**src/hdl/bfa_pkg.sv**
```systemverilog
// bfa_pkg: shared types, codes and helpers of the best-fit page chunk allocator
// used by bfa_cell and best_fit_page_chunk_allocator; depends on nothing else

package bfa_pkg;

  // fixed field widths of the transaction payloads
  localparam int unsigned PAGE_W  = 44;
  localparam int unsigned COUNT_W = 32;
  localparam int unsigned TOTAL_W = 44;

  // default geometry
  localparam int unsigned MAX_CHUNKS_DEF       = 64;
  localparam int unsigned PAGE_NUMBER_BITS_DEF = 44;

  // request codes
  typedef enum logic [0:0] {
    CMD_ALLOC = 1'b0,
    CMD_FREE  = 1'b1
  } bfa_cmd_e;

  // result codes
  typedef enum logic [1:0] {
    ST_DONE    = 2'd0,
    ST_NOFIT   = 2'd1,
    ST_IGNORED = 2'd2,
    ST_FULL    = 2'd3
  } bfa_status_e;

  // configuration register indexes
  typedef enum logic [0:0] {
    REG_POOL_BASE  = 1'b0,
    REG_POOL_COUNT = 1'b1
  } bfa_reg_e;

  // operation broadcast to every cell of the chain
  typedef enum logic [2:0] {
    OP_HOLD   = 3'd0,
    OP_PUSH   = 3'd1,
    OP_REMOVE = 3'd2,
    OP_SPLIT  = 3'd3,
    OP_LOAD   = 3'd4
  } bfa_op_e;

  typedef struct packed {
    bfa_cmd_e             command;
    logic [PAGE_W-1:0]    page_number;
    logic [COUNT_W-1:0]   page_count;
  } bfa_in_t;

  typedef struct packed {
    bfa_status_e          status;
    logic [PAGE_W-1:0]    granted_page;
    logic [TOTAL_W-1:0]   free_total;
  } bfa_out_t;

  // one list entry
  typedef struct packed {
    logic                 valid;
    logic [PAGE_W-1:0]    base;
    logic [PAGE_W-1:0]    size;
  } bfa_chunk_t;

  // control broadcast to the cells
  typedef struct packed {
    bfa_op_e              op;
    logic [COUNT_W-1:0]   cnt;
    bfa_chunk_t           head;
  } bfa_ctl_t;

  // best candidate so far, handed down the chain
  typedef struct packed {
    logic                 found;
    logic [PAGE_W-1:0]    base;
    logic [PAGE_W-1:0]    size;
  } bfa_best_t;

  // mask of the implemented page number bits
  function automatic logic [PAGE_W-1:0] page_mask(input int unsigned bits);
    logic [63:0] m;
    m = (64'd1 << bits) - 64'd1;
    if (bits >= PAGE_W) begin
      return '1;
    end
    return m[PAGE_W-1:0];
  endfunction

endpackage

```
**src/hdl/bfa_cell.sv**
```systemverilog
// bfa_cell: one entry of the free chunk list plus its stage of the best-fit scan
// depends on bfa_pkg; instantiated in a row by best_fit_page_chunk_allocator

module bfa_cell #(
  parameter int unsigned IDX_W            = 6,
  parameter int unsigned CELL_IDX         = 0,
  parameter int unsigned PAGE_NUMBER_BITS = bfa_pkg::PAGE_NUMBER_BITS_DEF
) (
  input  logic                clk_i,
  input  logic                rst_ni,
  input  bfa_pkg::bfa_ctl_t   ctl_i,
  input  logic [IDX_W-1:0]    pick_i,
  input  bfa_pkg::bfa_chunk_t left_i,
  input  bfa_pkg::bfa_chunk_t right_i,
  output bfa_pkg::bfa_chunk_t chunk_o,
  input  bfa_pkg::bfa_best_t  best_i,
  input  logic [IDX_W-1:0]    best_idx_i,
  output bfa_pkg::bfa_best_t  best_o,
  output logic [IDX_W-1:0]    best_idx_o
);

  localparam logic [bfa_pkg::PAGE_W-1:0] PageMask = bfa_pkg::page_mask(PAGE_NUMBER_BITS);
  localparam logic [IDX_W-1:0]           MyIdx    = IDX_W'(CELL_IDX);

  bfa_pkg::bfa_chunk_t chunk_q, chunk_d;
  bfa_pkg::bfa_best_t  best_q, best_d;
  logic [IDX_W-1:0]    best_idx_q, best_idx_d;
  logic [bfa_pkg::PAGE_W-1:0] cnt_ext;
  logic                take;

  assign cnt_ext = bfa_pkg::PAGE_W'(ctl_i.cnt);

  // entry update: shift from a neighbor, split in place or reload
  always_comb begin
    chunk_d = chunk_q;
    unique case (ctl_i.op)
      bfa_pkg::OP_HOLD: begin
      end
      bfa_pkg::OP_PUSH: begin
        chunk_d = left_i;
      end
      bfa_pkg::OP_REMOVE: begin
        if (MyIdx >= pick_i) begin
          chunk_d = right_i;
        end
      end
      bfa_pkg::OP_SPLIT: begin
        if (MyIdx == pick_i) begin
          chunk_d.base = (chunk_q.base + cnt_ext) & PageMask;
          chunk_d.size = chunk_q.size - cnt_ext;
        end
      end
      bfa_pkg::OP_LOAD: begin
        if (CELL_IDX == 0) begin
          chunk_d = left_i;
        end else begin
          chunk_d = '0;
        end
      end
      default: begin
      end
    endcase
  end

  // scan stage: keep the earlier candidate unless this one is strictly smaller
  assign take = chunk_q.valid && (chunk_q.size >= cnt_ext) &&
                (!best_i.found || (chunk_q.size < best_i.size));

  always_comb begin
    best_d     = best_i;
    best_idx_d = best_idx_i;
    if (take) begin
      best_d.found = 1'b1;
      best_d.base  = chunk_q.base;
      best_d.size  = chunk_q.size;
      best_idx_d   = MyIdx;
    end
  end

  // list entry and scan token
  always_ff @(posedge clk_i or negedge rst_ni) begin
    if (!rst_ni) begin
      chunk_q    <= '0;
      best_q     <= '0;
      best_idx_q <= '0;
    end else begin
      chunk_q    <= chunk_d;
      best_q     <= best_d;
      best_idx_q <= best_idx_d;
    end
  end

  assign chunk_o    = chunk_q;
  assign best_o     = best_q;
  assign best_idx_o = best_idx_q;

endmodule

```
**config.mk**
```make
export PLATFORM = sky130hd
export DESIGN_NAME = bfa_cell
export DESIGN_NICKNAME = d
export VERILOG_FILES = /design/src/hdl/bfa_pkg.sv /design/src/hdl/bfa_cell.sv
export SDC_FILE = /design/constraint.sdc
export NUM_CORES = 1
export LEC_CHECK = 0
export BUFFER_PORTS_ARGS = -buffer_cell sky130_fd_sc_hd__buf_2
export CELL_PAD_IN_SITES_DETAIL_PLACEMENT = 0
export CELL_PAD_IN_SITES_GLOBAL_PLACEMENT = 1
export CORE_AREA = 4 4 228 230
export CTS_CLUSTER_SIZE = 8
export DETAILED_ROUTE_END_ITERATION = 16
export DIE_AREA = 0 0 232 234
export PLACE_DENSITY = 0.72
export SLEW_MARGIN = 20
export SYNTH_ARGS = -nofsm -noshare
export SYNTH_HDL_FRONTEND = slang
export SYNTH_SLANG_ARGS = --single-unit
```
**constraint.sdc**
```tcl
create_clock -name clk_i -period 4 [get_ports clk_i]
set_clock_uncertainty 0.05 [all_clocks]
set_input_delay 0 -clock clk_i [delete_from_list [all_inputs] [get_ports clk_i]]
set_output_delay 0 -clock clk_i [all_outputs]
set_load 0.1 [all_outputs]
```
==> flow_metrics.py <==
metrics = {
    "outcome": {
        "status": "complete, no violations",
    },
    "worst_setup_path": {
        "path_buf_inv": 1,
        "crit_path_cell_trace": "ha_1, fa_1, a21o_1, nand4_1, a311oi_2, a211o_2, o2111ai_1, a21boi_2, o211ai_4, nor3b_1, a211oi_1, dlygate4sd3_1",
        "arrival_ns": 4.19,
        "worst_setup_path_start_kind": "flop",
        "max_stage_delay_ns": 0.58,
        "critPathTopFamily": "compound AO/OA/AOI/OAI gates",
        "worstPathRequired_ns": 4.39,
        "crit_path_end_kind": "flop",
        "path_class": "reg2reg",
        "crit_fanout": 10,
        "crit_slowest_cell": "dlygate4sd3_1",
    },
    "synth": {
        "synth_area_um2": 13700,
        "syn_inst": 1554,
        "synth-seq-area-share_pct": 33.6,
        "synthFlopType": "dfrtp_1",
        "syn_avg_cell_area_um2": 8.82,
        "synth-seq-cells": 184,
        "ys_warn_count": 0,
        "yosys-mux-area-fraction_pct": 8.82,
        "synth-edff-count": 0,
        "synth-simple-area-share_pct": 13.9,
        "async_flop_share_pct": 100,
        "synth_xor_area_share_pct": 3.32,
        "synth_top_family_by_area": "compound AO/OA/AOI/OAI gates",
        "synth-compound-area-share_pct": 24.5,
        "syn_nets": 2068,
        "yosys.area_share.adder_pct": 10.1,
        "ys_types": 81,
    },
    "placed_design": {
        "gp_congestion": 0.947,
        "hpwl_um": 45300,
        "io_buffer_count": 499,
        "place_inst": 2664,
        "place_worst_setup_slack_ns": 0.289,
    },
    "clocking": {
        "clk_path_buf_depth": 2,
        "cts_inserted_buffers": 17,
        "htree_levels": 4,
        "cts.sinks": 184,
        "post_cts_buffers": 0,
        "root_buffer": "clkbuf_16",
        "clkTransAtPathRegs_ns": 0.08,
        "clk_latency_ns": 0.51,
        "tritoncts": "done",
    },
    "sta": {
        "setup_slack_ns": 0.206,
        "finalHoldViolCount": 0,
        "fin_crit_sh_pct": 94.9,
        "rsz0062_at_grt": "true",
        "fin_crit_ns": 3.79,
        "drv_slew": 0,
        "max_slew_margin_pct": 27.9,
        "setup_viol": 0,
        "max_freq_mhz": 264,
        "tightest_slew_ns": 1.08,
    },
    "global_route": {
        "grt_antenna_before_repair": 7,
        "grt_pass1_wl_um": 88600,
        "grt_pass1_vias": 15000,
        "grt_max_degree": 112,
        "gr-total-overflow": 0,
        "grt_util_all_layers_pct": 21.4,
    },
    "detailed_routing": {
        "viasPerCell": 4.99,
        "route.vias.total": 14800,
        "ant_nets": 0,
        "routed_wl_um": 60000,
        "drc": 0,
        "drt-wirelength-per-cell_um": 20.2,
        "drt_iter0_drc": 768,
        "dr.pass1.iters": 5,
    },
    "finish": {
        "regArea_um2": 4600,
        "layout_common_cells": "buf_2 (498), dlygate4sd3_1 (270), dfrtp_1 (184), a21oi_1 (173), nor2_1 (163)",
        "area_growth_pct": 47.7,
        "finish.utilization_pct": 40.6,
        "final_common_cell": "buf_2",
        "drive_gt1_share_pct": 29.1,
        "fin_nets": 2795,
        "fin_cells": 2969,
        "fillers": 5014,
        "multiInputGateArea_um2": 8390,
    },
    "power_and_ir_drop": {
        "power_density_nw_per_um2": 552,
        "vdd_drop_max_mv": 0.347,
        "internal_power_uw": 5090,
        "p_total_uw": 11200,
        "clockPowerShare_pct": 17.0,
        "leakagePower_uw": 0.00944,
        "p_switching_uw": 6100,
        "p_seq_share_pct": 23.3,
        "combPwrFrac_pct": 59.8,
        "switching_share_pct": 54.5,
    },
    "worst_hold_path": {
        "hold_class": "in2async",
    },
    "floorplanning": {
        "core_region_area_um2": 49900,
        "rows": 82,
        "die_area_um2": 54300,
        "fp.dieW_um": 232,
        "die_y_um": 234,
        "io_pins": 589,
        "initial_core_util_pct": 27.5,
    },
    "run": {
        "maxCapViolCount": 0,
    },
}
worst paths after layout:
path	start	endpoint	slack, ns	cells past startpoint
hold / removal	rst_ni	best_o[36]	0.01	2
hold reg to reg	chunk_o[0]	best_o[0]	0.51	1
min in group clk_i	left_i[42]	chunk_o[42]	0.03	4
setup reg to reg	chunk_o[44]	chunk_o[82]	0.21	12
setup / recovery	chunk_o[44]	chunk_o[82]	0.21	12
max in group asynchronous	rst_ni	best_idx_o[1]	2.66	3
kinds of logic after synthesis:
kind of cell    Yosys count
simple gates            413
fa+ha+maj               109
mux                      90
buf+inv                 180
compound gates          526
xor+xnor                 52
flops                   184
state kept, by name, indices dropped and copies added (netlist names):
name        cells
best_idx_o      6
best_o         89
chunk_o        89
synth_stat cells, drive strengths merged (3+ instances only):
library cell,n,area (um2)
o22ai,46,288
a211o,3,27.5
nand4,21,138
inv,96,360
o211ai,15,123
nor4,7,43.8
o21a,59,443
o22a,13,114
xnor2,28,245
o211a,4,40.0
mux2i,3,30.0
o2111ai,3,26.3
o21ai,81,409
buf,21,196
nor2b,9,56.3
and4,3,26.3
nor3b,7,52.6
and3,12,75.1
ha,107,1340
mux2,87,1180
a221oi,3,32.5
a21boi,6,48.8
dfrtp,184,4600
o21bai,15,113
nand2,99,372
nand3,29,145
a21o,40,308
nor4b,3,26.3
xor2,24,210
clkbuf,63,236
o221ai,3,26.3
a21oi,175,883
nand2b,12,75.1
a211oi,18,140
nor2,164,623
and2,11,71.3
a31oi,20,125
or3,5,31.3
nor3,25,125
metal layers:
| layer | vias up | track usage (%) | part of all wire (%) |
|---|---|---|---|
| met5 | - | 0 | 0.098 |
| met3 | 73 | 5.07 | 5.8 |
| met1 | 7152 | 27.8 | 44 |
| met4 | 8 | 5.72 | 1.9 |
| li1 | 7080 | - | - |
| met2 | 491 | 36.0 | 48 |
per-stage QoR:
step | area [um2] | TNS, ns | hold WS [ns]
floorplan | 13700 | 0 | -0.346
global placement | 16900 | 0 | 0.100
detailed placement | 16900 | 0 | 0.114
CTS | 20200 | 0 | 0.000257
global route | 20200 | -0.0866 | 0.0403
finish | 20200 | 0 | 0.0136
power groups by stage:
stage | clock network [uW] | logic, uW | registers, uW
after floorplan | 0 | 2250 | 5340
after global placement | 0 | 6340 | 2620
after detailed placement | 0 | 6390 | 2630
after CTS | 1970 | 6670 | 2600
after global routing | 2040 | 7060 | 2650
final | 1900 | 6690 | 2600
cell type report:
cell class	instances	share of cell area, %
Clock buffer	17	2.10
Multi-Input combinational cell	1190	41.4
Sequential cell	184	22.7
Clock inverter	15	0.939
Inverter	96	1.78
Antenna cell	3	0.0371
Timing Repair Buffer	792	26.8
Tap cell	672	4.15
worst register-to-register path, stage by stage (launching register included):
cell and delay, ns:
dfrtp_1 0.44, ha_1 0.27, fa_1 0.42, a21o_1 0.19
nand4_1 0.18, a311oi_2 0.18, a211o_2 0.41, o2111ai_1 0.26
a21boi_2 0.14, o211ai_4 0.34, nor3b_1 0.10, a211oi_1 0.18
dlygate4sd3_1 0.58
repair_timing:
item / 4_1_cts / 5_1_grt
endpoints found under the setup margin: 0 / 5
hold endpoints to repair: 289 / 0
hold buffers: 270 / 0
resized for setup: 0 / 5
Note: power is estimated with default switching activity, not from simulation.
